**src/hw/rtl/rmsn_pkg.sv**
```systemverilog
// Shared types and constants for the RMS row normalizer.
`timescale 1ns / 1ps
package rmsn_pkg;
    localparam int DATA_W  = 16;
    localparam int CNT_W   = 7;
    localparam int EPS_W   = 16;
    localparam int SUM_W   = 38;
    localparam int MS_W    = 39;
    localparam int ROOT_W  = 28;
    localparam int QUO_W   = 17;

    localparam logic [CNT_W-1:0] ROW_LENGTH_RST = 7'd64;
    localparam logic [EPS_W-1:0] EPS_LEVEL_RST  = 16'd17;

    localparam logic REG_ROW_LENGTH = 1'b0;
    localparam logic REG_EPS_LEVEL  = 1'b1;

    localparam logic signed [DATA_W-1:0] Y_MAX = 16'sh7fff;
    localparam logic signed [DATA_W-1:0] Y_MIN = 16'sh8000;

    typedef struct packed {
        logic             valid;
        logic             bank;
        logic [CNT_W-1:0] count;
        logic [SUM_W-1:0] sum;
    } job_t;

    typedef struct packed {
        logic valid;
        logic bank;
    } done_t;
endpackage

```
**src/hw/rtl/rmsn_front.sv**
```systemverilog
// Front end: takes row words, stores them in a free bank, sums squares, posts row jobs.
`timescale 1ns / 1ps
module rmsn_front #(
    parameter int MAX_ROW = 64,
    parameter int IDX_W   = 6
) (
    input  logic                          clk,
    input  logic                          rst_n,
    input  logic                          in_valid,
    output logic                          in_stall,
    input  logic signed [15:0]            x_value,
    input  logic signed [15:0]            gamma_value,
    input  logic [6:0]                    row_length,
    input  logic                          q_full,
    input  rmsn_pkg::done_t               done,
    output rmsn_pkg::job_t                push,
    output logic                          wr_en,
    output logic [IDX_W:0]                wr_addr,
    output logic [31:0]                   wr_data
);
    import rmsn_pkg::*;

    logic [CNT_W-1:0]  cnt_reg, cnt_next;
    logic [SUM_W-1:0]  sum_reg, sum_next;
    logic              bank_reg, bank_next;
    logic [1:0]        busy_reg, busy_next;
    logic [CNT_W-1:0]  eff;
    logic [CNT_W-1:0]  cnt_new;
    logic [SUM_W-1:0]  sum_new;
    logic signed [31:0] sq;
    logic              acc;
    logic              complete;

    always_comb
    begin
        if (row_length == '0)
            eff = CNT_W'(1);
        else if (row_length > CNT_W'(MAX_ROW))
            eff = CNT_W'(MAX_ROW);
        else
            eff = row_length;
    end

    assign in_stall = busy_reg[bank_reg] || q_full;
    assign acc      = in_valid && !in_stall;
    assign sq       = x_value * x_value;
    assign sum_new  = sum_reg + SUM_W'(unsigned'(sq));
    assign cnt_new  = cnt_reg + CNT_W'(1);
    assign complete = cnt_new >= eff;

    assign wr_en   = acc;
    assign wr_addr = {bank_reg, cnt_reg[IDX_W-1:0]};
    assign wr_data = {x_value, gamma_value};

    always_comb
    begin
        push.valid = acc && complete;
        push.bank  = bank_reg;
        push.count = cnt_new;
        push.sum   = sum_new;
    end

    always_comb
    begin
        cnt_next  = cnt_reg;
        sum_next  = sum_reg;
        bank_next = bank_reg;
        busy_next = busy_reg;
        if (done.valid)
            busy_next[done.bank] = 1'b0;
        if (acc)
        begin
            if (complete)
            begin
                cnt_next            = '0;
                sum_next            = '0;
                bank_next           = !bank_reg;
                busy_next[bank_reg] = 1'b1;
            end
            else
            begin
                cnt_next = cnt_new;
                sum_next = sum_new;
            end
        end
    end

    always_ff @(posedge clk or negedge rst_n)
    begin
        if (!rst_n)
        begin
            cnt_reg  <= '0;
            sum_reg  <= '0;
            bank_reg <= 1'b0;
            busy_reg <= '0;
        end
        else
        begin
            cnt_reg  <= cnt_next;
            sum_reg  <= sum_next;
            bank_reg <= bank_next;
            busy_reg <= busy_next;
        end
    end
endmodule

```
**config.mk**
```make
export PLATFORM = sky130hd
export DESIGN_NAME = rmsn_front
export DESIGN_NICKNAME = d
export VERILOG_FILES = /design/src/hw/rtl/rmsn_pkg.sv /design/src/hw/rtl/rmsn_front.sv
export SDC_FILE = /design/constraint.sdc
export NUM_CORES = 1
export LEC_CHECK = 0
export BUFFER_PORTS_ARGS = -buffer_cell sky130_fd_sc_hd__buf_2
export CORE_MARGIN = 5
export CORE_UTILIZATION = 60
export CTS_BUF_LIST = sky130_fd_sc_hd__clkbuf_16
export CTS_CLUSTER_DIAMETER = 120
export DETAILED_ROUTE_END_ITERATION = 10
export GPL_ROUTABILITY_DRIVEN = 1
export PLACE_DENSITY = 0.9
export REMOVE_ABC_BUFFERS = 1
export SETUP_SLACK_MARGIN = 0.2
export SYNTH_ARGS = -nofsm -noshare
export SYNTH_HDL_FRONTEND = slang
export SYNTH_SLANG_ARGS = --single-unit
```
**constraint.sdc**
```tcl
create_clock -name clk -period 11.7 [get_ports clk]
set_input_delay 0.585 -clock clk [delete_from_list [all_inputs] [get_ports clk]]
set_output_delay 0.585 -clock clk [all_outputs]
set_load 0.02 [all_outputs]
```
==> summary.md <==
Placed wire-length estimate after detailed placement: 27,800 um. The run gives 0 as the number of antenna violations at the first check in global routing. Mean number of vias per cell: 5.73. The type of the tightest min-delay check is primary input to async pin. Number of synthesized flops with an enable pin: 0.

Post-CTS setup repair buffer count: 0. For the pin with the worst max-slew slack, the measured transition is 1.01 ns. Measured along the x axis, the die boundary spans 159 um. The run finished with clean final reports. The maximum number of pins on one net before global-route repair is 53. The synthesized netlist occupies a cell area of 13,400 sq um. The maximum clock path buffer count was 2; the net total in the final layout was 1,977. The overall fraction of global-route tracks in use was 0.258; the final critical delay including setup and external delays was 9.55 ns.

The area overhead of the layout relative to synthesis is 4.34%. The first global-routing pass estimated 54,800 um of wire. Gates resized during post-CTS repair numbered 0.

The most area-hungry cell type in the Yosys netlist was fa_1. For this design, the CTS-stage hold fixing added 0 buffers. Met1 demand-to-capacity share in global routing: 0.319. For the worst setup path, the data required time is 11.12 ns. The tools report the end of the worst register-to-register path as sum_reg[34]$_DFFE_PN0P_. The logs give 0 for the total count of max-transition violations in the final report and 105 MHz for the peak clock frequency supported by timing.

The run gives 0.0898 as the fraction of the yosys area taken by sequential cells. Setup total negative slack on the finished layout was measured at 0 ns. The met3 routing resource usage after global routing came out at 0.0538. Broken down by cell family, the worst path's largest delay share belongs to adder cells. The logs give 0 for the final count of hold timing violations and 21,900 sq um for the area of the core. Clock-pin slew was measured on the worst setup and hold paths at 0.07 ns. TritonCTS built the clock tree. The clock skew after layout was 0.00623 ns; the portion of the clock cycle consumed by the worst path in the final layout was 0.816. The largest single stage delay on the critical path is 0.55 ns.

The number of routed nets with antenna violations was 0. The average routed wire per standard cell was 17.5 um. Among all stages on the critical path, the largest delay is contributed by fa_1. Fraction of layout instances using a drive strength above 1: 0.0861.

In this run, synthesis produced a sequential element count of 48. The clock drives 48 sinks. In this run the critical register-to-register path is launched from cnt_reg[2]$_DFFE_PN0P_. Counting every instance in the synthesized netlist gives 1,540.

Data on the critical path arrives at its endpoint at 8.96 ns. For flop-to-flop paths, the worst setup slack is 8.35 ns. The worst setup path is launched from a primary input. Together, buffers and inverters on the worst path number 7.

Of all nets on the critical path, the largest fanout is 21. The effective utilization at floorplan is 0.611. Clock tree synthesis selected as its root buffer the cell clkbuf_16.

The relative max-transition margin was 0.324; the average size of a mapped cell was 8.69 sq um. The number of diodes added for antenna fixing is 0, and the number of buffers inserted during clock tree synthesis is 5. The commonest cells after synthesis are inv_1, fa_1, nand2_1, ha_1, nor2_1.

Clock latency on the worst-skew pair, taken at its later pin, is 0.29 ns. For this block, the via count after detailed routing is 10.6k. The flip-flop cell with the highest count after synthesis was dfrtp_1. The synthesized netlist contains 68 unique library cells. For the Yosys warning count, the log shows 0. Counting buffers and inverters, the worst setup path is 31 cells deep.

The worst register-to-register path has a depth of 10. Met2 usage: 0.448. Setup repair after global routing left no endpoint under its margin. Yosys attributes the largest share of cell area to fa_1, ha_1, inv_1.

Registers take 1200 sq um. The most common cell in the netlist was inv_1. The class of the most critical setup path was primary input to primary output. The number of global-route vias before repair came out at 11.2k.

The fraction of registers with async set or reset after synthesis is 1.00. Among the stages of the critical path, the cell type that occurs most often is fa_1. STA classifies the critical path endpoint as a primary output. The area of the multi-input gates came out at 10,400 sq um. Counting the fill cells in the layout gives 1,731. For the top-level I/O count, the log shows 133.

The global routing stage identified its most utilized layer as met2. The die is 159 um tall. The register with the most flip-flops in the layout has 38 of them.

Max-cap violations in this run came to 0. For the die outline area, the log shows 25,400 sq um. The tools report the total detailed-routing wirelength as 32,400 um. The detailed router finished its first iteration with 726 violations.

In this run the tool buffered the top-level ports with 100 buffer cells. Setup violations remaining at the end of the flow were counted as 0. Count of standard-cell rows: 54.

The H-tree was split into 2 levels. The sum of overflow across all layers after global routing was 0. The area share of the largest cell type after synthesis works out to 0.356. The pre-antenna-repair detailed-routing pass consisted of 5 iterations. The DRC violation count after routing came out at 0.

At the end of routability-driven placement, the weighted congestion stood at 0.920.
==> per-stage QoR <==
step,instances,cell area [sq um],utilization,setup WS [ns],hold WS [ns]
final,1848,14000,0.638,2.15,0.394
after global routing,1848,14000,0.638,1.67,0.454
after CTS,1848,14000,0.638,2.20,0.422
after detailed placement,1840,13800,0.630,2.26,0.477
after global placement,1840,13800,0.630,2.48,0.467
after floorplan,1457,12900,-,3.27,0.289
==> kinds of logic (layout without fill, tap and decap cells) <==
family	count (synthesis)	count (layout)	synth area share
flops	48	48	0.0898
simple gates	358	358	0.123
fa+ha+maj	365	365	0.475
mux	1	1	0.000841
compound gates	254	254	0.127
buf+inv	435	463	0.134
xor+xnor	79	79	0.0517
==> cell usage in the layout, fill, tap and decap left out, types with 3 or more instances in the layout <==
cell type,n
inv_1,351
fa_1,238
nand2_1,163
ha_1,127
buf_2,100
nor2_1,70
a21oi_1,56
o21ai_0,56
xnor2_1,51
dfrtp_1,48
and2_1,42
a21o_1,28
xor2_1,28
nand3_1,18
a22o_1,17
nor3_1,14
o21a_1,10
o21bai_1,10
a31oi_1,8
o21ai_1,8
and3_1,8
a31o_2,7
nand2b_1,7
o211ai_1,6
nor2b_1,6
or3_1,5
or2_2,5
o31ai_1,5
nand4_1,5
clkbuf_16,5
a211o_1,4
a211oi_1,4
or4b_1,4
a21oi_2,3
or4_1,3
nor4_1,3
buf_4,3
==> layer usage <==
layer  part of all wire  vias to the layer above
met5                  0                        -
met4              0.044                        0
met3              0.071                       93
met2               0.50                      430
met1               0.38                     5241
li1                   -                     4832
==> layout make-up <==
cell class / count / share of cell area
tap: 280 / 0.0251
multi-input combinational: 1057 / 0.745
timing repair buffer: 103 / 0.0375
clock buffer: 5 / 0.00896
sequential: 48 / 0.0860
clock inverter: 3 / 0.00332
inverter: 352 / 0.0946
==> worst max-delay path by stage <==
stage / start / endpoint / slack (ns)
after floorplan: x_value[15] / push[34] / 3.27
after global placement: x_value[4] / push[36] / 2.48
after global routing: x_value[15] / push[34] / 1.67
after detailed placement: x_value[15] / push[36] / 2.26
after CTS: x_value[15] / push[36] / 2.20
final: x_value[15] / push[34] / 2.15
Power is not shown: default switching activity piles up to over one toggle a cycle in this logic, so the estimate is an artifact.
