### src/hw/rtl/rmsn_pkg.sv
// Shared types and constants for the RMS row normalizer.
`timescale 1ns / 1ps
package rmsn_pkg;
    localparam int DATA_W  = 16;
    localparam int CNT_W   = 7;
    localparam int EPS_W   = 16;
    localparam int SUM_W   = 38;
    localparam int MS_W    = 39;
    localparam int ROOT_W  = 28;
    localparam int QUO_W   = 17;

    localparam logic [CNT_W-1:0] ROW_LENGTH_RST = 7'd64;
    localparam logic [EPS_W-1:0] EPS_LEVEL_RST  = 16'd17;

    localparam logic REG_ROW_LENGTH = 1'b0;
    localparam logic REG_EPS_LEVEL  = 1'b1;

    localparam logic signed [DATA_W-1:0] Y_MAX = 16'sh7fff;
    localparam logic signed [DATA_W-1:0] Y_MIN = 16'sh8000;

    typedef struct packed {
        logic             valid;
        logic             bank;
        logic [CNT_W-1:0] count;
        logic [SUM_W-1:0] sum;
    } job_t;

    typedef struct packed {
        logic valid;
        logic bank;
    } done_t;
endpackage

### src/hw/rtl/rmsn_back.sv
// Back end: mean square divide, square root, per-word divide and output register.
`timescale 1ns / 1ps
module rmsn_back #(
    parameter int IDX_W = 6
) (
    input  logic                   clk,
    input  logic                   rst_n,
    input  logic                   q_valid,
    input  rmsn_pkg::job_t         job,
    output logic                   pop,
    output logic                   rd_en,
    output logic [IDX_W:0]         rd_addr,
    input  logic [31:0]            rd_data,
    input  logic [15:0]            eps_level,
    output rmsn_pkg::done_t        done,
    output logic                   out_valid,
    input  logic                   out_stall,
    output logic signed [15:0]     y_value,
    output logic                   last
);
    import rmsn_pkg::*;

    typedef enum logic [7:0] {
        S_IDLE   = 8'b0000_0001,
        S_MSDIV  = 8'b0000_0010,
        S_SQRT   = 8'b0000_0100,
        S_RD     = 8'b0000_1000,
        S_LOAD   = 8'b0001_0000,
        S_QSTART = 8'b0010_0000,
        S_QDIV   = 8'b0100_0000,
        S_EMIT   = 8'b1000_0000
    } state_t;

    state_t              state_reg, state_next;
    logic                bank_reg, bank_next;
    logic [CNT_W-1:0]    n_reg, n_next;
    logic [CNT_W-1:0]    k_reg, k_next;
    logic [5:0]          step_reg, step_next;
    logic [SUM_W-1:0]    quo_reg, quo_next;
    logic [CNT_W-1:0]    drem_reg, drem_next;
    logic [55:0]         v_reg, v_next;
    logic [29:0]         srem_reg, srem_next;
    logic [ROOT_W-1:0]   root_reg, root_next;
    logic [30:0]         mag_reg, mag_next;
    logic                neg_reg, neg_next;
    logic [28:0]         qrem_reg, qrem_next;
    logic [QUO_W-1:0]    qsh_reg, qsh_next;
    logic [QUO_W-1:0]    q_reg, q_next;
    logic signed [15:0]  yv_reg, yv_next;
    logic                out_valid_reg;
    logic signed [15:0]  y_out_reg;
    logic                last_reg;

    logic [CNT_W:0]      d_rs;
    logic                d_ge;
    logic [MS_W-1:0]     ms;
    logic [31:0]         s_t;
    logic [29:0]         s_trial;
    logic                s_ge;
    logic signed [31:0]  prod;
    logic [31:0]         prod_mag;
    logic [38:0]         dvd;
    logic                q_sat;
    logic [29:0]         q_t;
    logic                q_ge;
    logic [QUO_W-1:0]    qv;
    logic                out_free;
    logic                is_last;

    assign out_free = !out_valid_reg || !out_stall;
    assign is_last  = (k_reg == n_reg - CNT_W'(1));

    assign d_rs = {drem_reg, quo_reg[SUM_W-1]};
    assign d_ge = d_rs >= {1'b0, n_reg};
    // mean square from the quotient including the bit resolved this cycle
    assign ms   = MS_W'({quo_reg[SUM_W-2:0], d_ge}) + MS_W'(eps_level);

    assign s_t     = {srem_reg, v_reg[55:54]};
    assign s_trial = {root_reg, 2'b01};
    assign s_ge    = s_t >= 32'(s_trial);

    assign prod     = signed'(rd_data[31:16]) * signed'(rd_data[15:0]);
    assign prod_mag = prod[31] ? 32'(-prod) : prod;
    assign dvd      = {mag_reg, 8'b0};
    assign q_sat    = {6'b0, dvd} >= {root_reg, 17'b0};

    assign q_t  = {qrem_reg, qsh_reg[QUO_W-1]};
    assign q_ge = q_t >= 30'(root_reg);
    assign qv   = {q_reg[QUO_W-2:0], q_ge};

    assign pop     = (state_reg == S_IDLE) && q_valid;
    assign rd_en   = (state_reg == S_RD);
    assign rd_addr = {bank_reg, k_reg[IDX_W-1:0]};

    always_comb
    begin
        done.valid = (state_reg == S_EMIT) && out_free && is_last;
        done.bank  = bank_reg;
    end

    always_comb
    begin
        state_next = state_reg;
        bank_next  = bank_reg;
        n_next     = n_reg;
        k_next     = k_reg;
        step_next  = step_reg;
        quo_next   = quo_reg;
        drem_next  = drem_reg;
        v_next     = v_reg;
        srem_next  = srem_reg;
        root_next  = root_reg;
        mag_next   = mag_reg;
        neg_next   = neg_reg;
        qrem_next  = qrem_reg;
        qsh_next   = qsh_reg;
        q_next     = q_reg;
        yv_next    = yv_reg;
        unique case (state_reg)
            S_IDLE:
            begin
                if (q_valid)
                begin
                    bank_next  = job.bank;
                    n_next     = job.count;
                    quo_next   = job.sum;
                    drem_next  = '0;
                    step_next  = '0;
                    state_next = S_MSDIV;
                end
            end
            S_MSDIV:
            begin
                drem_next = d_ge ? CNT_W'(d_rs - {1'b0, n_reg}) : d_rs[CNT_W-1:0];
                quo_next  = {quo_reg[SUM_W-2:0], d_ge};
                step_next = step_reg + 6'd1;
                if (step_reg == 6'(SUM_W - 1))
                begin
                    state_next = S_SQRT;
                    step_next  = '0;
                end
            end
            S_SQRT:
            begin
                srem_next = s_ge ? 30'(s_t - 32'(s_trial)) : s_t[29:0];
                root_next = {root_reg[ROOT_W-2:0], s_ge};
                v_next    = {v_reg[53:0], 2'b00};
                step_next = step_reg + 6'd1;
                if (step_reg == 6'(ROOT_W - 1))
                begin
                    state_next = S_RD;
                    k_next     = '0;
                end
            end
            S_RD:
            begin
                state_next = S_LOAD;
            end
            S_LOAD:
            begin
                neg_next   = prod[31];
                mag_next   = prod_mag[30:0];
                state_next = S_QSTART;
            end
            S_QSTART:
            begin
                qrem_next = 29'(dvd[38:17]);
                qsh_next  = dvd[16:0];
                q_next    = '0;
                step_next = '0;
                if (root_reg == '0)
                begin
                    yv_next    = '0;
                    state_next = S_EMIT;
                end
                else if (q_sat)
                begin
                    yv_next    = neg_reg ? Y_MIN : Y_MAX;
                    state_next = S_EMIT;
                end
                else
                begin
                    state_next = S_QDIV;
                end
            end
            S_QDIV:
            begin
                qrem_next = q_ge ? 29'(q_t - 30'(root_reg)) : q_t[28:0];
                qsh_next  = {qsh_reg[QUO_W-2:0], 1'b0};
                q_next    = qv;
                step_next = step_reg + 6'd1;
                if (step_reg == 6'(QUO_W - 1))
                begin
                    if (neg_reg)
                        yv_next = (qv > 17'd32768) ? Y_MIN : 16'(-qv);
                    else
                        yv_next = (qv > 17'd32767) ? Y_MAX : signed'(qv[15:0]);
                    state_next = S_EMIT;
                end
            end
            S_EMIT:
            begin
                if (out_free)
                begin
                    k_next     = k_reg + CNT_W'(1);
                    state_next = is_last ? S_IDLE : S_RD;
                end
            end
            default:
            begin
                state_next = S_IDLE;
            end
        endcase
        if (state_reg == S_MSDIV && step_reg == 6'(SUM_W - 1))
        begin
            srem_next = '0;
            root_next = '0;
            v_next    = {1'b0, ms, 16'b0};
        end
    end

    always_ff @(posedge clk or negedge rst_n)
    begin
        if (!rst_n)
        begin
            state_reg     <= S_IDLE;
            out_valid_reg <= 1'b0;
        end
        else
        begin
            state_reg <= state_next;
            if (out_free)
                out_valid_reg <= (state_reg == S_EMIT);
        end
    end

    always_ff @(posedge clk)
    begin
        bank_reg <= bank_next;
        n_reg    <= n_next;
        k_reg    <= k_next;
        step_reg <= step_next;
        quo_reg  <= quo_next;
        drem_reg <= drem_next;
        v_reg    <= v_next;
        srem_reg <= srem_next;
        root_reg <= root_next;
        mag_reg  <= mag_next;
        neg_reg  <= neg_next;
        qrem_reg <= qrem_next;
        qsh_reg  <= qsh_next;
        q_reg    <= q_next;
        yv_reg   <= yv_next;
        if (out_free && state_reg == S_EMIT)
        begin
            y_out_reg <= yv_reg;
            last_reg  <= is_last;
        end
    end

    assign out_valid = out_valid_reg;
    assign y_value   = y_out_reg;
    assign last      = last_reg;
endmodule

### config.mk
export PLATFORM = sky130hd
export DESIGN_NAME = rmsn_back
export DESIGN_NICKNAME = d
export VERILOG_FILES = /design/src/hw/rtl/rmsn_pkg.sv /design/src/hw/rtl/rmsn_back.sv
export SDC_FILE = /design/constraint.sdc
export NUM_CORES = 1
export LEC_CHECK = 0
export ABC_CLOCK_PERIOD_IN_PS = 6240
export BUFFER_PORTS_ARGS = -buffer_cell sky130_fd_sc_hd__buf_2
export CAP_MARGIN = 10
export CORE_UTILIZATION = 50
export DETAILED_ROUTE_END_ITERATION = 6
export GPL_ROUTABILITY_DRIVEN = 1
export PLACE_DENSITY_LB_ADDON = 0.08
export SYNTH_ARGS = -nofsm -noshare
export SYNTH_HDL_FRONTEND = slang
export SYNTH_SLANG_ARGS = --single-unit
### constraint.sdc
create_clock -name clk -period 6.24 [get_ports clk]
set_clock_uncertainty 0.15 [all_clocks]
set_input_delay 0.936 -clock clk [delete_from_list [all_inputs] [get_ports clk]]
set_output_delay 0.936 -clock clk [all_outputs]
set_load 0.02 [all_outputs]
==> run_results.csv, run 1 <==
group,metric,value,unit
placed_design,place_area,0.0319,mm²
synth,ys_seq_area_share,28.7,%
critical_path,cp_slowest_cell,"fa_1",
grt,grt_usage,27.0,%
sta,period_share,107,%
critical_path,r2r_end,"yv_reg[5]$_DFFE_PP_",
critical_path,cpMostUsedCell,"fa_1",
routing,drt_wl_total,75.7,mm
synth,synthCells,3032,
synth,synth_top_area_share,23.8,%
routing,avgRoutedWirePerCell,18.2,µm
critical_path,ff2ff_path_depth,21,
synth,ys_warn_count,0,
critical_path,crit_end,"mag_reg[30]$_DFFE_PP_",
cts,cts_inserted_buffers,35,
routing,dr.pass1.iters,5,
synth,synth_edf_count,224,
sta,tightestPinTransition,0.899,ns
sta,rsz0062_at_grt,"true",
cts,clockRootBuffer,"clkbuf_16",
synth,synth_top_area_cell,"edfxtp_1",
cts,path_clk_slew,0.06,ns
routing,drtIter0Drc,1276,
sta,finalHoldViolCount,0,
floorplanning,start_util,51.0,%
cells_and_area,diodes,0,
critical_path,slowest_delay,0.56,ns
critical_path,worst_setup_path_end_kind,"register",
sta,setup_ws,-0.466,ns
sta,fin_crit,6.71,ns
critical_path,regToRegStartpoint,"qsh_reg[16]$_DFFE_PN_",
cts,ctsHoldBuffers,0,
cts,cts_sinks,292,
synth,synth.avg_cell_area,9.33,µm²
synth,synth_flop_cell,"edfxtp_1",
floorplanning,ios,128,
routing,vias_per_cell,5.58,
floorplanning,die-area,0.0575,mm²
placed_design,dp_hpwl,57.9,mm
cts,clockBufferDepth,3,
cells_and_area,drive_gt1_share,22.4,%
sta,fmax,149,MHz
grt,overflow,0,
worst_hold_path,hp-class,"primary input to async pin",
floorplanning,fp.dieW,240,µm
placed_design,gp_congestion,0.901,
cts,tritoncts,"done",
synth,async_flop_share,3.08,%
routing,post-route-drc-count,0,
cells_and_area,fin_nets,3953,
run_status,status,"finished with violations",
synth,syn-cell-area,0.0283,mm²
cells_and_area,area_growth,22.4,%
critical_path,crit_type,"primary input to register",
cells_and_area,largest_reg_flops,40,
cells_and_area,regArea,0.00813,mm²
synth,synth-seq-cells,292,
critical_path,crit_path_start_kind,"primary input",
sta,max_slew_margin,39.9,%
grt,grt_pass1_vias,24000,
cells_and_area,design_area,0.0346,mm²
grt,grt_pass1_wl,123,mm
floorplanning,die_height,240,µm
critical_path,cp-startpoint,"rd_data[6]",
cells_and_area,multiInputGateArea,0.0193,mm²
cts,clkLatencyLatePin,0.56,ns
critical_path,arrival,6.95,ns
synth,synth.distinct_cells,89,
critical_path,reg2reg_setup_slack,0.54,ns
critical_path,path_cells,"buf_12 -> and2_4 -> fa_1 -> inv_2 -> fa_1 -> fa_2 -> fa_1 -> inv_2 -> fa_1 -> inv_2 -> fa_1 -> inv_2 -> ha_4 -> o21a_1 -> a211o_1 -> o211a_4 -> o31ai_4 -> a311oi_2 -> a2111oi_4 -> xor2_2 -> nand3b_1 -> or4_1 -> o211ai_1",
grt,grt_max_degree,83,
cells_and_area,fill_cells,4695,
grt,antenna_found_initial,0,
flow_run,maxCapViolCount,0,
placed_design,portBuffers,126,
synth,syn-num-nets,3589,
floorplanning,core_area,0.0555,mm²
routing,ant_nets,0,
critical_path,required,6.48,ns
routing,vias,23300,
sta,setup_viol,31,
cts,htreeDepth,2,
run_status,failed_checks,"setup timing",
sta,slew_violations,0,
floorplanning,rows,86,
synth,synth_area_leaders,"edfxtp_1 (24%), fa_1 (19%), ha_1 (8.5%)",
critical_path,cp_max_fo,8,
[metrics by stage]
step / TNS [ns] / hold slack, ns / worst slack, ns / instances / utilization (%)
floorplan: -17.26 / 0.250 / -0.821 / 3032 / -
global placement: -32.21 / 0.254 / -1.14 / 4042 / 57.4
detailed placement: -34.48 / 0.255 / -1.23 / 4042 / 57.4
CTS: -11.04 / 0.0605 / -0.446 / 4149 / 61.5
global route: -15.87 / 0.0939 / -0.696 / 4170 / 62.4
finish: -10.30 / 0.0903 / -0.466 / 4170 / 62.4
[cells in the mapped netlist (28+ instances only)]
master    number
nor3_1        39
inv_1        416
and2_1       144
mux2_2        37
a21oi_1       96
edfxtp_1     224
ha_1         193
nand3_1       80
a31oi_1       43
and3_1        44
dfxtp_1       59
nand2b_1      28
fa_1         265
xnor2_1       97
nor4_1        28
xor2_1        46
clkbuf_1      93
nor2_1       152
nand2_1      350
a21o_1        56
o21ai_0      178
[cells by family (layout without fill, tap and decap cells)]
family | count (synthesis) | count (layout) | synth area share [%]
XOR/XNOR | 144 | 144 | 4.48
flip-flops | 292 | 292 | 28.7
AO/OA/AOI/OAI | 550 | 550 | 12.5
multiplexers | 61 | 61 | 2.32
adder cells (fa/ha/maj) | 458 | 458 | 27.3
buffers and inverters | 534 | 921 | 7.25
AND/OR/NAND/NOR | 993 | 996 | 17.4
[cell usage in the layout (no fill, tap or decap), types with 95 or more instances in the layout]
cell type and n:
buf_2 98, o21ai_0 160, buf_4 273, ha_1 168, fa_1 250, inv_1 376, nand2_1 338, xnor2_1 95
edfxtp_1 224, and2_1 117, nor2_1 140
[worst min-delay path by stage]
stage | startpoint | slack [ns] | endpoint
6_report | rst_n | 0.09 | state_reg[3]$_DFFE_PN0P_
3_5_place_dp | yv_reg[0]$_DFFE_PP_ | 0.25 | y_value[0]$_DFFE_PP_
4_1_cts | rst_n | 0.06 | state_reg[3]$_DFFE_PN0P_
2_1_floorplan | yv_reg[0]$_DFFE_PP_ | 0.25 | y_value[0]$_DFFE_PP_
3_3_place_gp | yv_reg[5]$_DFFE_PP_ | 0.25 | y_value[5]$_DFFE_PP_
5_1_grt | rst_n | 0.09 | state_reg[5]$_DFFE_PN0P_
[routing by layer]
metal | part of all wire [%] | GRT usage, %
met1 | 42 | 33.5
met2 | 51 | 49.1
met3 | 4.7 | 3.34
met4 | 2.5 | 7.66
met5 | 0 | 0
[cell type report]
| cell class | count | share of cell area [%] |
|---|---|---|
| Tap cell | 748 | 2.70 |
| Inverter | 417 | 4.54 |
| Clock inverter | 19 | 0.618 |
| Multi-Input combinational cell | 2209 | 55.8 |
| Timing Repair Buffer | 441 | 10.1 |
| Sequential cell | 292 | 23.5 |
| Clock buffer | 44 | 2.75 |
[critical path: cells and delay by family]
kind                       cells  cell delay [ns]
AOI/OAI and AO/OA              7             1.50
xor gates and xnor gates       1             0.18
adders and majority gates      7             3.31
buffers and inverters          5             0.29
and+or+nand+nor                3             0.72
[timing repair]
action	CTS	global route
buffers inserted	40	23
cloned	6	0
endpoints found under the setup margin	31	31
gates resized for setup	176	107
pin swaps	127	111
Power of run 1 is not shown: default switching activity piles up to over one toggle a cycle in this logic, so the estimate is an artifact.
==> inputs of run 2 (changes only) <==
- SETUP_SLACK_MARGIN: default -> 0.3
==> run_results.csv, run 2 (synthesis gave the netlist of run 1 again) <==
group,metric,value,unit
run_status,status,"finished with violations",
run_status,failed_checks,"setup timing",
grt,grt_pass1_vias,23900,
critical_path,crit_path_start_kind,"primary input",
critical_path,regToRegStartpoint,"qsh_reg[16]$_DFFE_PN_",
floorplanning,die-area,0.0575,mm²
critical_path,worst_setup_path_end_kind,"register",
critical_path,reg2reg_setup_slack,0.70,ns
routing,vias,23400,
worst_hold_path,hp-class,"primary input to async pin",
placed_design,portBuffers,126,
cts,path_clk_slew,0.06,ns
cts,clkLatencyLatePin,0.56,ns
floorplanning,ios,128,
floorplanning,start_util,51.0,%
cts,htreeDepth,2,
sta,period_share,108,%
grt,grt_max_degree,83,
cells_and_area,area_growth,23.1,%
grt,overflow,0,
critical_path,cp_max_fo,8,
grt,antenna_found_initial,0,
placed_design,dp_hpwl,57.9,mm
cts,clockRootBuffer,"clkbuf_16",
cells_and_area,mostFrequentLayoutCells,"inv_1 (370), nand2_1 (334), buf_4 (269)",
placed_design,gp_congestion,0.901,
sta,tightestPinTransition,0.879,ns
critical_path,ff2ff_path_depth,21,
sta,holdWs,0.0862,ns
sta,timing.setup.tns,-10.00,ns
sta,max_slew_margin,41.3,%
cts,cts_inserted_buffers,35,
cells_and_area,diodes,0,
critical_path,r2r_end,"yv_reg[5]$_DFFE_PP_",
routing,vias_per_cell,5.60,
cells_and_area,layout_commonest_cell,"inv_1",
cells_and_area,drive_gt1_share,23.1,%
critical_path,arrival,6.87,ns
sta,fin_crit,6.71,ns
cells_and_area,fin_nets,3955,
cts,clockBufferDepth,3,
floorplanning,rows,86,
grt,grt_pass1_wl,123,mm
routing,post-route-drc-count,0,
sta,finalHoldViolCount,0,
cells_and_area,utilization,62.7,%
placed_design,pre_cts_ws,-1.23,ns
flow_run,maxCapViolCount,0,
critical_path,crit_type,"primary input to register",
floorplanning,fp.dieW,240,µm
sta,fmax,149,MHz
grt,grt_usage,26.9,%
routing,dr.pass1.iters,5,
floorplanning,core_area,0.0555,mm²
cts,cts_sinks,292,
floorplanning,die_height,240,µm
routing,ant_nets,0,
sta,slew_violations,0,
cells_and_area,largest_reg_flops,40,
routing,drt_wl_total,75.8,mm
sta,setup_ws,-0.472,ns
critical_path,required,6.40,ns
routing,avgRoutedWirePerCell,18.2,µm
sta,setup_viol,31,
sta,rsz0062_at_grt,"true",
cts,tritoncts,"done",
routing,drtIter0Drc,1391,
[run 2: cell types whose count changed in the layout (fill, tap and decap cells not counted), moves of 3 or more]
cell	previous run	this run
inv_2	39	44
buf_4	273	269
buf_6	44	52
nand2_2	7	11
inv_1	376	370
fa_1	250	247
nand2_1	338	334
fa_2	15	18
[run 2: worst max path at each step]
stage                      from                     to  slack [ns]  depth (start not counted)
floorplan            rd_data[2]  mag_reg[30]$_DFFE_PP_       -0.82                         26
global placement     rd_data[6]  mag_reg[30]$_DFFE_PP_       -1.14                         23
detailed placement   rd_data[6]  mag_reg[30]$_DFFE_PP_       -1.23                         24
CTS                 rd_data[21]  mag_reg[29]$_DFFE_PP_       -0.43                         26
global route        rd_data[21]  mag_reg[28]$_DFFE_PP_       -0.67                         25
finish               rd_data[6]  mag_reg[27]$_DFFE_PP_       -0.47                         27
[run 2: critical path, stage by stage]
cell      delay, ns
buf_12         0.12
and2_4         0.14
fa_1           0.54
inv_2          0.04
fa_1           0.55
fa_2           0.44
fa_1           0.51
inv_2          0.04
fa_1           0.56
inv_2          0.04
fa_1           0.49
inv_2          0.05
ha_4           0.21
buf_4          0.14
nand3_4        0.07
buf_6          0.11
a21oi_4        0.04
o311a_4        0.37
or4_4          0.56
o311ai_4       0.08
buf_6          0.15
nor4_4         0.03
nand4b_1       0.17
buf_6          0.15
buf_6          0.10
o22ai_2        0.06
xnor2_1        0.14
[run 2: per-stage QoR]
step / instance area (µm²) / std cells
detailed placement: 31900 / 4042
CTS: 34100 / 4148
floorplan: 28900 / 3032
finish: 34800 / 4172
global route: 34800 / 4172
global placement: 31900 / 4042
[run 2: area by class of cell]
class                      instances  area [µm²]
timing repair buffer             443        3540
sequential                       292        8130
fill                            4680       20700
clock inverter                    19         214
tap                              748         936
multi-input combinational       2209       19500
clock buffer                      44         952
inverter                         417        1570
[run 2: layer usage]
| metal | vias to the layer above | global-route usage, % | part of all wire [%] |
|---|---|---|---|
| met3 | 120 | 3.05 | 4.5 |
| met2 | 582 | 49.0 | 51 |
| met1 | 11600 | 33.5 | 42 |
| met5 | - | 0 | 0 |
| li1 | 11100 | - | - |
| met4 | 0 | 7.08 | 2.4 |
[run 2: timing repair]
item,4_1_cts,5_1_grt
pin swaps,145,146
cloned,6,0
setup buffers,37,24
hold buffers,0,0
hold endpoints to repair,0,0
resized for setup,188,128
endpoints found under the setup margin,31,39
Power of run 2 is left out for the same reason.
